**src/design/mi4_pkg.sv**
```systemverilog
// Shared types, widths and helpers for the 4x4 matrix inverse block.
// No dependencies; used by the controller, datapath and top level.
`default_nettype none

package mi4_pkg;

  // Exact widths of the intermediate values
  localparam int ELEM_W = 32;               // one matrix element
  localparam int XW     = ELEM_W + 1;       // multiplier limb operand
  localparam int PW     = XW + ELEM_W;      // multiplier product
  localparam int TW     = 65;               // 2x2 minor
  localparam int CW     = 99;               // 3x3 cofactor
  localparam int DW     = 133;              // determinant
  localparam int TLW    = (TW + 31) / 32;   // limbs of a minor
  localparam int CLW    = (CW + 31) / 32;   // limbs of a cofactor

  localparam logic [31:0] SAT_MAX = 32'h7FFF_FFFF;
  localparam logic [31:0] SAT_MIN = 32'h8000_0000;

  // Multiplier operand source
  typedef enum logic [1:0] {
    X_HOLD  = 2'd0,
    X_TLIMB = 2'd1,
    X_CLIMB = 2'd2
  } xsel_e;

  // Accumulator that a product lands in
  typedef enum logic [1:0] {
    T_NONE  = 2'd0,
    T_MINOR = 2'd1,
    T_COF   = 2'd2,
    T_DET   = 2'd3
  } tgt_e;

  typedef struct packed {
    tgt_e       tgt;
    logic       init;
    logic       neg;
    logic [1:0] shift;
    logic       wr;
    logic [3:0] widx;
  } acc_t;

  typedef struct packed {
    logic       mat_we;
    logic [3:0] mat_waddr;
    logic [3:0] rd_addr;
    logic       hold_ld;
    logic       mul_en;
    xsel_e      xsel;
    logic [1:0] limb;
    acc_t       acc;
    logic [3:0] cof_addr;
    logic       norm;
    logic       div_setup;
    logic       div_step;
    logic       out_load;
    logic       out_last;
  } cmd_t;

  typedef struct packed {
    logic out_free;
    logic singular;
  } stat_t;

  // Index n of the three that remain once index ex is removed
  function automatic logic [1:0] skip_idx(input logic [1:0] n, input logic [1:0] ex);
    return (n < ex) ? n : n + 2'd1;
  endfunction

endpackage

`default_nettype wire

```
**src/design/mi4_ctrl.sv**
```systemverilog
// Controller: load counter, cofactor/determinant sequencer, divide and emit.
// Depends on mi4_pkg; drives the datapath through cmd_t.
`default_nettype none

module mi4_ctrl import mi4_pkg::*; (
  input  logic  clk_i,
  input  logic  rst_ni,
  input  logic  in_valid_i,
  output logic  in_stall_o,
  input  stat_t stat_i,
  output cmd_t  cmd_o
);

  typedef enum logic [5:0] {
    S_LOAD = 6'b000001,
    S_COF  = 6'b000010,
    S_DET  = 6'b000100,
    S_DSET = 6'b001000,
    S_DIV  = 6'b010000,
    S_EMIT = 6'b100000
  } state_e;

  state_e     state_q, state_d;
  logic [3:0] ld_q, ld_d;
  logic [3:0] k_q, k_d;
  logic [1:0] m_q, m_d;
  logic [2:0] s_q, s_d;
  logic [4:0] step_q, step_d;

  logic [1:0] ci, cj, rr0, rr1, rr2, ca, cb, cm, lb;
  logic       sgn;

  // Row and column picks for the current cofactor and minor
  always_comb begin
    ci  = k_q[3:2];
    cj  = k_q[1:0];
    rr0 = skip_idx(2'd0, ci);
    rr1 = skip_idx(2'd1, ci);
    rr2 = skip_idx(2'd2, ci);
    ca  = skip_idx((m_q == 2'd0) ? 2'd1 : 2'd0, cj);
    cb  = skip_idx((m_q == 2'd2) ? 2'd1 : 2'd2, cj);
    cm  = skip_idx(m_q, cj);
    sgn = (m_q == 2'd1) ^ ci[0] ^ cj[0];
    lb  = 2'(s_q - 3'd5);
  end

  assign in_stall_o = (state_q != S_LOAD);

  // Sequence the commands
  always_comb begin
    state_d = state_q;
    ld_d    = ld_q;
    k_d     = k_q;
    m_d     = m_q;
    s_d     = s_q;
    step_d  = step_q;
    cmd_o   = '0;
    unique case (state_q)
      S_LOAD: begin
        if (in_valid_i) begin
          cmd_o.mat_we    = 1'b1;
          cmd_o.mat_waddr = ld_q;
          ld_d            = ld_q + 4'd1;
          if (ld_q == 4'd15) begin
            state_d = S_COF;
            k_d     = '0;
            m_d     = '0;
            s_d     = '0;
          end
        end
      end
      S_COF: begin
        unique case (s_q)
          3'd0: begin
            cmd_o.rd_addr = {ca, rr1};
            cmd_o.hold_ld = 1'b1;
          end
          3'd1: begin
            cmd_o.rd_addr  = {cb, rr2};
            cmd_o.mul_en   = 1'b1;
            cmd_o.xsel     = X_HOLD;
            cmd_o.acc.tgt  = T_MINOR;
            cmd_o.acc.init = 1'b1;
          end
          3'd2: begin
            cmd_o.rd_addr = {cb, rr1};
            cmd_o.hold_ld = 1'b1;
          end
          3'd3: begin
            cmd_o.rd_addr = {ca, rr2};
            cmd_o.mul_en  = 1'b1;
            cmd_o.xsel    = X_HOLD;
            cmd_o.acc.tgt = T_MINOR;
            cmd_o.acc.neg = 1'b1;
          end
          3'd4: begin
            // let the minor settle
          end
          default: begin
            cmd_o.rd_addr   = {cm, rr0};
            cmd_o.mul_en    = 1'b1;
            cmd_o.xsel      = X_TLIMB;
            cmd_o.limb      = lb;
            cmd_o.acc.tgt   = T_COF;
            cmd_o.acc.init  = (m_q == 2'd0) && (s_q == 3'd5);
            cmd_o.acc.neg   = sgn;
            cmd_o.acc.shift = lb;
            cmd_o.acc.wr    = (m_q == 2'd2) && (s_q == 3'd7);
            cmd_o.acc.widx  = k_q;
          end
        endcase
        s_d = s_q + 3'd1;
        if (s_q == 3'd7) begin
          if (m_q == 2'd2) begin
            m_d = '0;
            k_d = k_q + 4'd1;
            if (k_q == 4'd15) begin
              state_d = S_DET;
              step_d  = '0;
            end
          end else begin
            m_d = m_q + 2'd1;
          end
        end
      end
      S_DET: begin
        if (!step_q[4]) begin
          cmd_o.cof_addr  = {step_q[3:2], 2'b00};
          cmd_o.rd_addr   = {2'b00, step_q[3:2]};
          cmd_o.mul_en    = 1'b1;
          cmd_o.xsel      = X_CLIMB;
          cmd_o.limb      = step_q[1:0];
          cmd_o.acc.tgt   = T_DET;
          cmd_o.acc.init  = (step_q == 5'd0);
          cmd_o.acc.shift = step_q[1:0];
        end
        step_d = step_q + 5'd1;
        if (step_q == 5'd17) begin
          cmd_o.norm = 1'b1;
          state_d    = S_DSET;
          k_d        = '0;
          step_d     = '0;
        end
      end
      S_DSET: begin
        cmd_o.cof_addr  = k_q;
        cmd_o.div_setup = 1'b1;
        step_d          = '0;
        state_d         = stat_i.singular ? S_EMIT : S_DIV;
      end
      S_DIV: begin
        cmd_o.div_step = 1'b1;
        step_d         = step_q + 5'd1;
        if (step_q == 5'd31) begin
          state_d = S_EMIT;
        end
      end
      S_EMIT: begin
        if (stat_i.out_free) begin
          cmd_o.out_load = 1'b1;
          cmd_o.out_last = (k_q == 4'd15);
          k_d            = k_q + 4'd1;
          state_d        = (k_q == 4'd15) ? S_LOAD : S_DSET;
        end
      end
      default: begin
        state_d = S_LOAD;
      end
    endcase
  end

  // Hold the control registers
  always_ff @(posedge clk_i or negedge rst_ni) begin
    if (!rst_ni) begin
      state_q <= S_LOAD;
      ld_q    <= '0;
      k_q     <= '0;
      m_q     <= '0;
      s_q     <= '0;
      step_q  <= '0;
    end else begin
      state_q <= state_d;
      ld_q    <= ld_d;
      k_q     <= k_d;
      m_q     <= m_d;
      s_q     <= s_d;
      step_q  <= step_d;
    end
  end

endmodule

`default_nettype wire

```
**config.mk**
```make
export PLATFORM = sky130hd
export DESIGN_NAME = mi4_ctrl
export DESIGN_NICKNAME = d
export VERILOG_FILES = /design/src/design/mi4_pkg.sv /design/src/design/mi4_ctrl.sv
export SDC_FILE = /design/constraint.sdc
export NUM_CORES = 1
export LEC_CHECK = 0
export BUFFER_PORTS_ARGS = -buffer_cell sky130_fd_sc_hd__buf_2
export CORE_ASPECT_RATIO = 1.4
export CORE_UTILIZATION = 60
export CTS_CLUSTER_SIZE = 10
export DETAILED_ROUTE_END_ITERATION = 16
export HOLD_SLACK_MARGIN = 0.15
export PLACE_DENSITY = 0.9
export SLEW_MARGIN = 10
export SYNTH_ARGS = -nofsm -noshare
export SYNTH_HDL_FRONTEND = slang
export SYNTH_SLANG_ARGS = --single-unit
export TNS_END_PERCENT = 1
```
**constraint.sdc**
```tcl
create_clock -name clk_i -period 4.7 [get_ports clk_i]
set_input_delay 0.94 -clock clk_i [delete_from_list [all_inputs] [get_ports clk_i]]
set_output_delay 0.94 -clock clk_i [all_outputs]
set_load 0.02 [all_outputs]
```
==> metrics.txt <==
Post-CTS Setup Repair Bufs=0; die span in y=71.7 um; root buffer cell=clkbuf_8; Syn Std Cell Area=0.00208 mm2; final non-filler cell area=0.00229 mm2; Final Hold Vio Count=0; DIE AREA=0.00372 mm2; commonest cells in the netlist=nand2_1 (25), nor2_1 (25), dfrtp_1 (23), ha_1 (20), inv_1 (17); Routed WL per cell=16.2 um; # port buffers=40; Core Rows=25; number of H-tree levels=1; Mapped Cells=255; RSZ-0062 raised after global routing=false; post-synth top area share=27.6%; cell family with most CP delay=compound AO/OA/AOI/OAI gates; hold wc startpoint=ld_q[3]$_DFFE_PN0P_; Vias=2021; final setup TNS=0 ps; Most used DFF post-synth=dfrtp_1; final net count=310; initial antenna violation count=0; clock period minus worst slack=3840 ps; max-slew violations=0; share of layout cells above drive strength 1=18.3%; crit start category=flip-flop; vias per inst=6.24; worst skew pair latency=270 ps; Ant. Diodes=0; Setup crit end kind=output pin; cts bufs inserted=3; CP required=3760 ps; Routed WL=5230 um; drt pass-1 iters=4; Final Setup Violations=0; Area Growth Syn to Fin=10.1%; syn_nets=280; Overflow after GRT=0; ANT nets after route=0; Total Routing Usage GR=30.0%; Yosys reg bits=24; syn avg cell area=8.17 um2; core area=0.00335 mm2; Clock Tree Buf Depth=2; Async SR Flop Fraction=100%; Setup CP Type=reg -> out; leading area contributor after synthesis=dfrtp_1; CTS clock-pin slew for the worst setup and hold paths=90 ps; Worst Tran Pin Value=853 ps; PwrDens=603 mW/mm2; io pins=41; Multi-input gate area=0.00133 mm2; reg-to-reg critical path startpoint=state_q[0]$_DFFE_PN1P_; DIE WIDTH=51.8 um; largest net degree at the start of global routing=25; DR iter-0 viols=129; post-CTS sizing=0; worst rel slew slack=43.2%; CTS tree=done; ranking of synthesized cells by area=dfrtp_1 (28%), ha_1 (12%), nand2_1 (4.5%); Peak Freq=0.260 GHz; Worst Skew=7.20 ps; Synth Warn #=0; Initial Util=62.2%; routability cong.=0.949; peak supply drop=0.000406 V; Buf/Inv on CP=2; number of max-cap violations=0; worst-path fanout max=13; FF-to-FF setup slack=1890 ps; EDFF count, synth=0; vias in the first global route=1795; sequential area share after synthesis=28.9%; CP max stage cell=a21oi_1; post-cts hold buffer count=0; post-DP HPWL=3900 um; Leakage=0.00120 uW; worst-path cell chain=inv_1 > ha_1 > or3_1 > a21oi_1 > nand2_1 > o21ai_0 > buf_2; hold path endpoint=ld_q[3]$_DFFE_PN0P_; first-pass GRT wire length=8380 um; # DRC=0; register area=602 um2; Worst path max stage delay=690 ps; reg2reg end=state_q[0]$_DFFE_PN1P_; data arrival time of the critical path=2900 ps; R2R cell count=5; FILL cells=296; fin crit share=81.7%; Placed Area=0.00225 mm2; Distinct cells, synth=49; outcome=finished clean; CTS sink cnt=24; Hold Path Depth=1; path type of the worst min-delay path=reg -> reg
==> sequential cells by signal (all words and copies together), names as in the netlist <==
register and cells:
k_q 4, ld_q 4, step_q 5, s_q 3, state_q 6, m_q 2
==> cell type report <==
type                    count  share of cell area (%)
well taps                  40                    2.18
clock buffers               4                    1.96
repair buffers             40                    8.73
flip-flops and latches     24                    26.2
multi-input cells         198                    57.9
inverters                  18                    2.95
==> power breakdown <==
| part | switching [uW] | internal (uW) | leakage, uW |
|---|---|---|---|
| Clock | 65.1 | 60.6 | 0.0000228 |
| Sequential | 121 | 274 | 0.000313 |
| Combinational | 527 | 334 | 0.000863 |
| Total | 713 | 669 | 0.00120 |
==> cells in the final DEF (no fill, tap or decap), drive strengths merged, types with 3 or more instances in the layout <==
cell type,n
o21ai,11
buf,40
a32o,3
o31ai,5
nand2,25
nor2b,3
inv,18
clkbuf,4
nand4,5
a22o,3
and3,9
or2,3
a21o,3
dfrtp,23
xor2,6
xnor2,4
o211ai,4
nor4,5
and2,7
nand3,9
o21bai,3
ha,20
nor3,3
nor2,25
o22ai,6
a21oi,14
==> worst max path at each step <==
stage / startpoint / slack [ps] / to / cells past startpoint
floorplan: s_q[0]$_DFFE_PN0P_ / 1270 / cmd_o[21] / 8
global placement: s_q[0]$_DFFE_PN0P_ / 1410 / cmd_o[15] / 7
detailed placement: s_q[0]$_DFFE_PN0P_ / 1270 / cmd_o[15] / 7
CTS: s_q[0]$_DFFE_PN0P_ / 950 / cmd_o[15] / 7
global route: s_q[0]$_DFFE_PN0P_ / 660 / cmd_o[21] / 7
finish: s_q[0]$_DFFE_PN0P_ / 860 / cmd_o[15] / 7
==> cells by family after synthesis <==
family	count (synthesis)	share of synthesized area, %
adder cells (fa/ha/maj)	20	12.0
XOR/XNOR	10	4.20
AND/OR/NAND/NOR	102	25.3
multiplexers	2	1.02
AO/OA/AOI/OAI	64	21.2
buffers and inverters	33	7.33
flip-flops	24	28.9
==> per-stage QoR <==
step | total power, uW | hold WS (ps) | utilization (%) | instances | setup WS, ps
after global routing | 1490 | 538 | 68.5 | 324 | 655
after floorplan | 1040 | 459 | - | 255 | 1270
final | 1380 | 510 | 68.5 | 324 | 861
after global placement | 1200 | 494 | 67.2 | 320 | 1410
after CTS | 1370 | 512 | 68.5 | 324 | 946
after detailed placement | 1230 | 498 | 67.2 | 320 | 1270
==> per-layer routing <==
metal	vias up	wire length (um)	track usage (%)
met5	-	0	0
met4	0	78	9.91
met3	9	297	2.34
met2	80	2720	54.4
met1	966	2140	36.4
li1	966	-	-
(Power assumes the default switching activity.)
